===== config.mk =====
export PLATFORM = sky130hd
export DESIGN_NAME = hcb_ctrl
export DESIGN_NICKNAME = d
export VERILOG_FILES = /design/src/rtl/core/hcb_pkg.sv /design/src/rtl/core/hcb_ctrl.sv
export SDC_FILE = /design/constraint.sdc
export NUM_CORES = 1
export LEC_CHECK = 0
export BUFFER_PORTS_ARGS = -buffer_cell sky130_fd_sc_hd__buf_2
export CAP_MARGIN = 20
export CORE_MARGIN = 8
export CORE_UTILIZATION = 27
export CTS_BUF_LIST = sky130_fd_sc_hd__clkbuf_8
export DETAILED_ROUTE_END_ITERATION = 10
export PLACE_DENSITY = 0.58
export REMOVE_ABC_BUFFERS = 1
export SLEW_MARGIN = 5
export SYNTH_ARGS = -nofsm -noshare
export SYNTH_HDL_FRONTEND = slang
export SYNTH_SLANG_ARGS = --single-unit

===== constraint.sdc =====
create_clock -name clk_i -period 4.7 [get_ports clk_i]
set_input_delay 0.94 -clock clk_i [delete_from_list [all_inputs] [get_ports clk_i]]
set_output_delay 0.94 -clock clk_i [all_outputs]
set_load 0.02 [all_outputs]

===== src/rtl/core/hcb_pkg.sv =====
// Shared types and constants of the code builder.
`timescale 1ns / 1ps
`default_nettype none
package hcb_pkg;

  localparam int unsigned COLOR_W   = 24;
  localparam int unsigned COUNT_W   = 24;
  localparam int unsigned WEIGHT_W  = 32;
  localparam int unsigned CODE_W    = 64;
  localparam int unsigned LEN_W     = 6;
  localparam int unsigned S_TDATA_W = 48;
  localparam int unsigned M_TDATA_W = 96;

  typedef enum logic [4:0] {
    ST_LOAD,
    ST_HFY_RD,
    ST_HFY_X,
    ST_SIFT_RD,
    ST_SIFT_CMP,
    ST_POP_RD,
    ST_POP_X,
    ST_PUSH,
    ST_UP_RD,
    ST_UP_CMP,
    ST_ROOT_RD,
    ST_ROOT_X,
    ST_WALK_DEC,
    ST_WALK_CHILD,
    ST_WALK_EMIT
  } state_e;

  typedef enum logic [1:0] {
    CTX_HFY,
    CTX_POPA,
    CTX_POPB
  } ctx_e;

  typedef struct packed {
    logic load;
    logic build;
    logic hfy_rd;
    logic hfy_x;
    logic hfy_dec;
    logic sift_rd;
    logic sift_cmp;
    logic pop_rd;
    logic pop_x;
    logic pop_second;
    logic push;
    logic up_rd;
    logic up_cmp;
    logic root_rd;
    logic root_x;
    logic walk_child;
    logic walk_emit;
  } cmd_t;

  typedef struct packed {
    logic hfy_zero;
    logic fill_gt1;
    logic sift_stop;
    logic up_zero;
    logic up_stop;
    logic is_leaf;
    logic sp_zero;
    logic out_free;
  } sts_t;

endpackage
`default_nettype wire


===== src/rtl/core/hcb_ctrl.sv =====
// Sequencer for load, heap build, merges and tree walk.
`timescale 1ns / 1ps
`default_nettype none
module hcb_ctrl import hcb_pkg::*; (
  input  wire logic clk_i,
  input  wire logic rst_ni,
  input  wire logic in_accept_i,
  input  wire logic in_last_i,
  input  wire sts_t sts_i,
  output logic      in_ready_o,
  output cmd_t      cmd_o
);

  state_e state_q, state_d;
  ctx_e   ctx_q, ctx_d;
  state_e after_merge;

  assign after_merge = sts_i.fill_gt1 ? ST_POP_RD : ST_ROOT_RD;

  always_comb begin
    state_d = state_q;
    ctx_d   = ctx_q;
    case (state_q)
      ST_LOAD: begin
        if (in_accept_i && in_last_i) begin
          state_d = ST_HFY_RD;
          ctx_d   = CTX_HFY;
        end
      end
      ST_HFY_RD:  state_d = ST_HFY_X;
      ST_HFY_X:   state_d = ST_SIFT_RD;
      ST_SIFT_RD: state_d = ST_SIFT_CMP;
      ST_SIFT_CMP: begin
        if (!sts_i.sift_stop) begin
          state_d = ST_SIFT_RD;
        end else begin
          case (ctx_q)
            CTX_HFY: begin
              if (sts_i.hfy_zero) begin
                state_d = after_merge;
                ctx_d   = CTX_POPA;
              end else begin
                state_d = ST_HFY_RD;
              end
            end
            CTX_POPA: begin
              state_d = ST_POP_RD;
              ctx_d   = CTX_POPB;
            end
            default: state_d = ST_PUSH;
          endcase
        end
      end
      ST_POP_RD: state_d = ST_POP_X;
      ST_POP_X:  state_d = ST_SIFT_RD;
      ST_PUSH:   state_d = ST_UP_RD;
      ST_UP_RD: begin
        if (sts_i.up_zero) begin
          state_d = after_merge;
          ctx_d   = CTX_POPA;
        end else begin
          state_d = ST_UP_CMP;
        end
      end
      ST_UP_CMP: begin
        if (sts_i.up_stop) begin
          state_d = after_merge;
          ctx_d   = CTX_POPA;
        end else begin
          state_d = ST_UP_RD;
        end
      end
      ST_ROOT_RD:    state_d = ST_ROOT_X;
      ST_ROOT_X:     state_d = ST_WALK_DEC;
      ST_WALK_DEC:   state_d = sts_i.is_leaf ? ST_WALK_EMIT : ST_WALK_CHILD;
      ST_WALK_CHILD: state_d = ST_WALK_DEC;
      ST_WALK_EMIT: begin
        if (sts_i.out_free) begin
          state_d = sts_i.sp_zero ? ST_LOAD : ST_WALK_DEC;
        end
      end
      default: state_d = ST_LOAD;
    endcase
  end

  always_comb begin
    cmd_o      = '0;
    in_ready_o = 1'b0;
    case (state_q)
      ST_LOAD: begin
        in_ready_o   = 1'b1;
        cmd_o.load   = 1'b1;
        cmd_o.build  = in_accept_i && in_last_i;
      end
      ST_HFY_RD:  cmd_o.hfy_rd = 1'b1;
      ST_HFY_X:   cmd_o.hfy_x  = 1'b1;
      ST_SIFT_RD: cmd_o.sift_rd = 1'b1;
      ST_SIFT_CMP: begin
        cmd_o.sift_cmp = 1'b1;
        cmd_o.hfy_dec  = sts_i.sift_stop && (ctx_q == CTX_HFY) && !sts_i.hfy_zero;
      end
      ST_POP_RD: cmd_o.pop_rd = 1'b1;
      ST_POP_X: begin
        cmd_o.pop_x      = 1'b1;
        cmd_o.pop_second = (ctx_q == CTX_POPB);
      end
      ST_PUSH:       cmd_o.push       = 1'b1;
      ST_UP_RD:      cmd_o.up_rd      = 1'b1;
      ST_UP_CMP:     cmd_o.up_cmp     = 1'b1;
      ST_ROOT_RD:    cmd_o.root_rd    = 1'b1;
      ST_ROOT_X:     cmd_o.root_x     = 1'b1;
      ST_WALK_CHILD: cmd_o.walk_child = 1'b1;
      ST_WALK_EMIT:  cmd_o.walk_emit  = sts_i.out_free;
      default: ;
    endcase
  end

  always_ff @(posedge clk_i or negedge rst_ni) begin
    if (!rst_ni) begin
      state_q <= ST_LOAD;
      ctx_q   <= CTX_HFY;
    end else begin
      state_q <= state_d;
      ctx_q   <= ctx_d;
    end
  end

endmodule
`default_nettype wire


==> flow_metrics.tcl, run 1 <==
set metrics [dict create \
    outcome "complete, no violations" \
    fin_nets 135 \
    drive_gt1_share_pct 30.6 \
    hold_violations 0 \
    synth-main-ff-cell "dfrtp_1" \
    cts_resized 0 \
    seq_area_frac_synth_pct 21.5 \
    grt_max_degree 21 \
    start_util_pct 28.4 \
    cp-end-kind "output pin" \
    setup_viol 0 \
    hold_buffers 0 \
    firstDrtPassIters 4 \
    dieArea_um2 4470 \
    routed_wl_um 2180 \
    crit_path_start_kind "flop" \
    r2r_cells 4 \
    dpl_cell_area_um2 840 \
    grt_pass1_wl_um 3400 \
    r2r_end "ctx_q[1]" \
    coreArea_um2 2450 \
    arrival_ns 2.16 \
    synth_area_um2 698 \
    synthTopCellsByArea "dfrtp_1 (22%), nor2_1 (7.5%), a21oi_1 (5.0%)" \
    wl_per_cell_um 14.5 \
    num_antenna_cells 0 \
    synthArstFlopShare_pct 100 \
    die-width_um 66.9 \
    io_pins 30 \
    io_buffers 29 \
    viasPerCell 5.25 \
    finalSetupTns_ns 0 \
    cts_htree_levels 1 \
    cts_buffers 3 \
    rsz0062_at_grt "false" \
    avgSynthCellArea_um2 7.20 \
    post-place-ws_ns 1.83 \
    cp.required_ns 3.76 \
    antenna_found_initial 0 \
    fin_crit_sh_pct 66.0 \
    grt_use_total_pct 9.59 \
    cts_tree "done" \
    syn_to_final_growth_pct 26.2 \
    drv_slew 0 \
    reg2reg_from "state_q[2]" \
    crit_start "state_q[2]" \
    crit_type "reg2out" \
    n_fill_cell 267 \
    clock_latency_ns 0.22 \
    multi_input_area_um2 480 \
    clk_pin_slew_ns 0.03 \
    worst_slack_ns 1.60 \
    gp_congestion 0.863 \
    r2r_slack_ns 2.47 \
    p_per_area_nw_per_um2 592 \
    vias 792 \
    drtIter0Drc 26 \
    yosys_warnings 0 \
    synthCells 97 \
    synth.distinct_cells 38 \
    power_leakage_nw 0.449 \
    final_area_um2 881 \
    cap_violations 0 \
    synth_edf_count 0 \
    hold_class "in2async" \
    irDropWorstVdd_mv 0.331 \
    register_area_um2 150 \
    fin_util_pct 35.9 \
    tightest_slew_ns 0.638 \
    hpwlAfterDp_um 1720 \
    root_buffer "clkbuf_8" \
    cts_buffer_depth 2 \
    row_count 18 \
    endpoint "cmd_o[12]" \
    path_max_fanout 20 \
    drc_errors 0 \
    ys_seq_elements 6 \
    dp.cells 148 \
    grt_pass1_vias 763 \
    finClkSkew_ns 0.00101 \
    clock-sinks 6 \
    die_h_um 66.9 \
    fmax_ghz 0.322 \
    overflow 0 \
    fin_cells 151 \
    synth_top_area_cell "dfrtp_1" \
    yosys.area.top_type_share_pct 21.5 \
    cts_setup_buffers 0 \
    maxSlewHeadroom_pct 57.1 \
    ant_nets 0 \
    post-route-min-period_ns 3.10 \
]
==> stage by stage <==
step / total power, W / hold slack (ns)
5_1_grt: 0.000564 / 0.540
4_1_cts: 0.000522 / 0.532
3_5_place_dp: 0.000445 / 0.579
2_1_floorplan: 0.000349 / 0.535
3_3_place_gp: 0.000443 / 0.573
6_report: 0.000521 / 0.534
==> synthesized netlist by cell type (2+ instances only) <==
library cell,number
nor2_1,14
nor3b_1,2
dfrtp_1,6
mux2_1,2
clkbuf_1,5
nand2b_1,4
o21ai_0,3
a22oi_1,2
a211o_1,3
nor3_1,6
o22ai_1,2
nor2b_1,3
nand3_1,2
nand2_1,5
inv_1,7
and3_1,2
o211ai_1,2
a21oi_1,7
==> where the power goes <==
group	switching, W	internal (W)
Sequential	0.0000696	0.0000718
Combinational	0.000179	0.000127
Clock	0.0000195	0.0000548
Total	0.000268	0.000254
==> kinds of logic after synthesis <==
logic type | count (synthesis) | share of synthesized area [%]
AOI/OAI and AO/OA | 28 | 28.3
buffers and inverters | 15 | 9.68
DFF | 6 | 21.5
muxes | 3 | 4.84
and+or+nand+nor | 45 | 35.7
==> how the worst min path moves through the flow <==
stage	to	slack [ns]	depth (start not counted)
2_1_floorplan	ctx_q[0]	0.53	1
3_3_place_gp	ctx_q[0]	0.57	1
3_5_place_dp	ctx_q[0]	0.58	1
4_1_cts	state_q[0]	0.53	1
5_1_grt	state_q[0]	0.54	1
6_report	state_q[0]	0.53	1
==> worst max-delay path, stage by stage (launching register included) <==
cell and delay [ns]:
dfrtp_1 0.69, or4b_4 0.56, or4_4 0.44, nor2_1 0.10, buf_2 0.16
==> registers in the layout, summed over array words and instances, names as in the netlist <==
name / flops
ctx_q: 2
state_q: 4
==> layer usage <==
metal	up-vias	GRT usage [%]	wire (µm)
li1	403	-	-
met1	364	10.9	915
met2	25	17.1	1160
met3	0	1.51	103
met4	0	4.18	0
met5	-	0	0
==> area by class of cell <==
type	instances	share of cell area [%]
inverters	7	2.98
flip-flops and latches	6	17.0
clock buffers	3	4.69
well taps	30	4.26
multi-input cells	76	54.5
repair buffers	29	16.5
==> cell usage in the layout (no fill, tap or decap), types with 2 or more instances in the layout <==
master    count
nand3_1       2
buf_2        29
nand2b_1      4
a21oi_1       7
nor3_1        6
o21ai_0       3
nor3b_1       2
o211ai_1      2
inv_1         7
nor2b_1       3
a211o_1       3
clkbuf_8      3
nand2_1       5
mux2_1        2
dfrtp_1       6
o22ai_1       2
a22oi_1       2
and3_1        2
nor2_1       14
No activity file was read; power rests on OpenSTA's default activity.
==> run 2: changes to the inputs <==
--- a/config.mk
+++ b/config.mk
@@ -11,7 +11,7 @@
 export CORE_UTILIZATION = 27
 export CTS_BUF_LIST = sky130_fd_sc_hd__clkbuf_8
 export DETAILED_ROUTE_END_ITERATION = 10
-export PLACE_DENSITY = 0.58
+export PLACE_DENSITY = 0.6
 export REMOVE_ABC_BUFFERS = 1
 export SLEW_MARGIN = 5
 export SYNTH_ARGS = -nofsm -noshare
==> constraint.sdc (replaced) <==
create_clock -name clk_i -period 2.6 [get_ports clk_i]
set_input_delay 0.52 -clock clk_i [delete_from_list [all_inputs] [get_ports clk_i]]
set_output_delay 0.52 -clock clk_i [all_outputs]
set_load 0.02 [all_outputs]
==> flow_metrics.tcl, run 2 (synthesized netlist as in run 1, its figures left out) <==
set metrics [dict create \
    overflow 0 \
    tightest_slew_ns 0.603 \
    cp-end-kind "output pin" \
    gp_congestion 0.870 \
    power_leakage_nw 0.469 \
    drv_slew 0 \
    antenna_found_initial 0 \
    die-width_um 66.9 \
    regMostFlops "state_q" \
    grt_pass1_wl_um 3770 \
    ant_nets 0 \
    cts_buffer_depth 2 \
    crit_path_start_kind "flop" \
    hold_ws_ns 0.115 \
    clk_pin_slew_ns 0.03 \
    start_util_pct 28.4 \
    hold_buffers 0 \
    mostFrequentLayoutCells "buf_2 (29), nor2_1 (14), inv_1 (7), a21oi_1 (7)" \
    cts_setup_buffers 0 \
    r2r_end "ctx_q[0]" \
    syn_to_final_growth_pct 30.5 \
    r2r_slack_ns 0.63 \
    hold_violations 0 \
    r2r_cells 5 \
    cts_tree "done" \
    cts_htree_levels 1 \
    vias 823 \
    power.total_w 0.000994 \
    row_count 18 \
    reg2reg_from "state_q[2]" \
    crit_type "reg2out" \
    rsz0062_at_grt "false" \
    fin_nets 139 \
    largest_reg_flops 4 \
    final_common_cell "buf_2" \
    hpwlAfterDp_um 1770 \
    finClkSkew_ns 0.00130 \
    p_per_area_nw_per_um2 1090 \
    worst_slack_ns 0.230 \
    crit_path_max_incr_delay_ns 0.56 \
    crit_slowest_cell "or4b_4" \
    post-place-ws_ns 0.453 \
    crit_chain "or4b_4 > or4_4 > nor2_1 > buf_2" \
    num_antenna_cells 0 \
    outcome "complete, no violations" \
    hold_class "in2async" \
    grt_max_degree 20 \
    cts_buffers 3 \
    drc_errors 0 \
    viasPerCell 5.31 \
    cts_resized 0 \
    grt_pass1_vias 857 \
    arrival_ns 1.85 \
    io_buffers 29 \
    cap_violations 0 \
    setup_viol 0 \
    routed_wl_um 2240 \
    root_buffer "clkbuf_8" \
    grt_use_total_pct 10.4 \
    post-route-min-period_ns 2.37 \
    finalSetupTns_ns 0 \
    drtIter0Drc 26 \
    dieArea_um2 4470 \
    path_max_fanout 4 \
    fmax_ghz 0.422 \
    die_h_um 66.9 \
    irDropWorstVdd_mv 0.645 \
    maxSlewHeadroom_pct 59.4 \
    io_pins 30 \
    fin_crit_sh_pct 91.2 \
    wl_per_cell_um 14.5 \
    clock_latency_ns 0.22 \
    cp.required_ns 2.08 \
    coreArea_um2 2450 \
    clock-sinks 6 \
    drive_gt1_share_pct 32.8 \
    fin_util_pct 37.1 \
    reg_top3 "state_q x4, ctx_q x2" \
    firstDrtPassIters 4 \
]
[run 2: cell types whose count changed in the layout (fill, tap and decap cells not counted), sizes merged]
| cell | change |
|---|---|
| buf | +4 |
[run 2: per-layer routing]
layer	up-vias	wire length (µm)	GRT usage (%)
met5	-	0	0
met4	0	29	5.48
met3	3	114	2.35
met2	26	1150	17.6
met1	383	955	12.0
li1	411	-	-
[run 2: worst max path at each step]
stage	start	endpoint	slack, ns	depth (start not counted)
2_1_floorplan	state_q[2]	cmd_o[15]	-0.36	2
3_3_place_gp	state_q[3]	cmd_o[12]	0.47	4
3_5_place_dp	state_q[3]	cmd_o[12]	0.45	4
4_1_cts	state_q[3]	cmd_o[12]	0.22	4
5_1_grt	state_q[3]	cmd_o[12]	0.15	4
6_report	state_q[3]	cmd_o[12]	0.23	4
[run 2: metrics by stage]
step | std cells | instance area (µm²)
floorplan | 89 | 657
global placement | 152 | 870
detailed placement | 152 | 870
CTS | 155 | 911
global route | 155 | 911
finish | 155 | 911
[run 2: critical path: cells and delay by family, from the launching register on]
family | cells | cell delay [ns]
simple gates | 3 | 1.10
flops | 1 | 0.37
buf+inv | 1 | 0.17
[run 2: final cells by class]
cell class | count | area (µm²)
Sequential cell | 6 | 150
Fill cell | 254 | 1540
Multi-Input combinational cell | 76 | 480
Tap cell | 30 | 37.5
Timing Repair Buffer | 33 | 175
Inverter | 7 | 26.3
Clock buffer | 3 | 41.3
[run 2: where the power goes]
part           leakage, nW  internal [W]  switching (W)
sequential          0.0771      0.000131      0.0000259
combinational        0.371      0.000265       0.000436
clock               0.0216     0.0000992      0.0000371
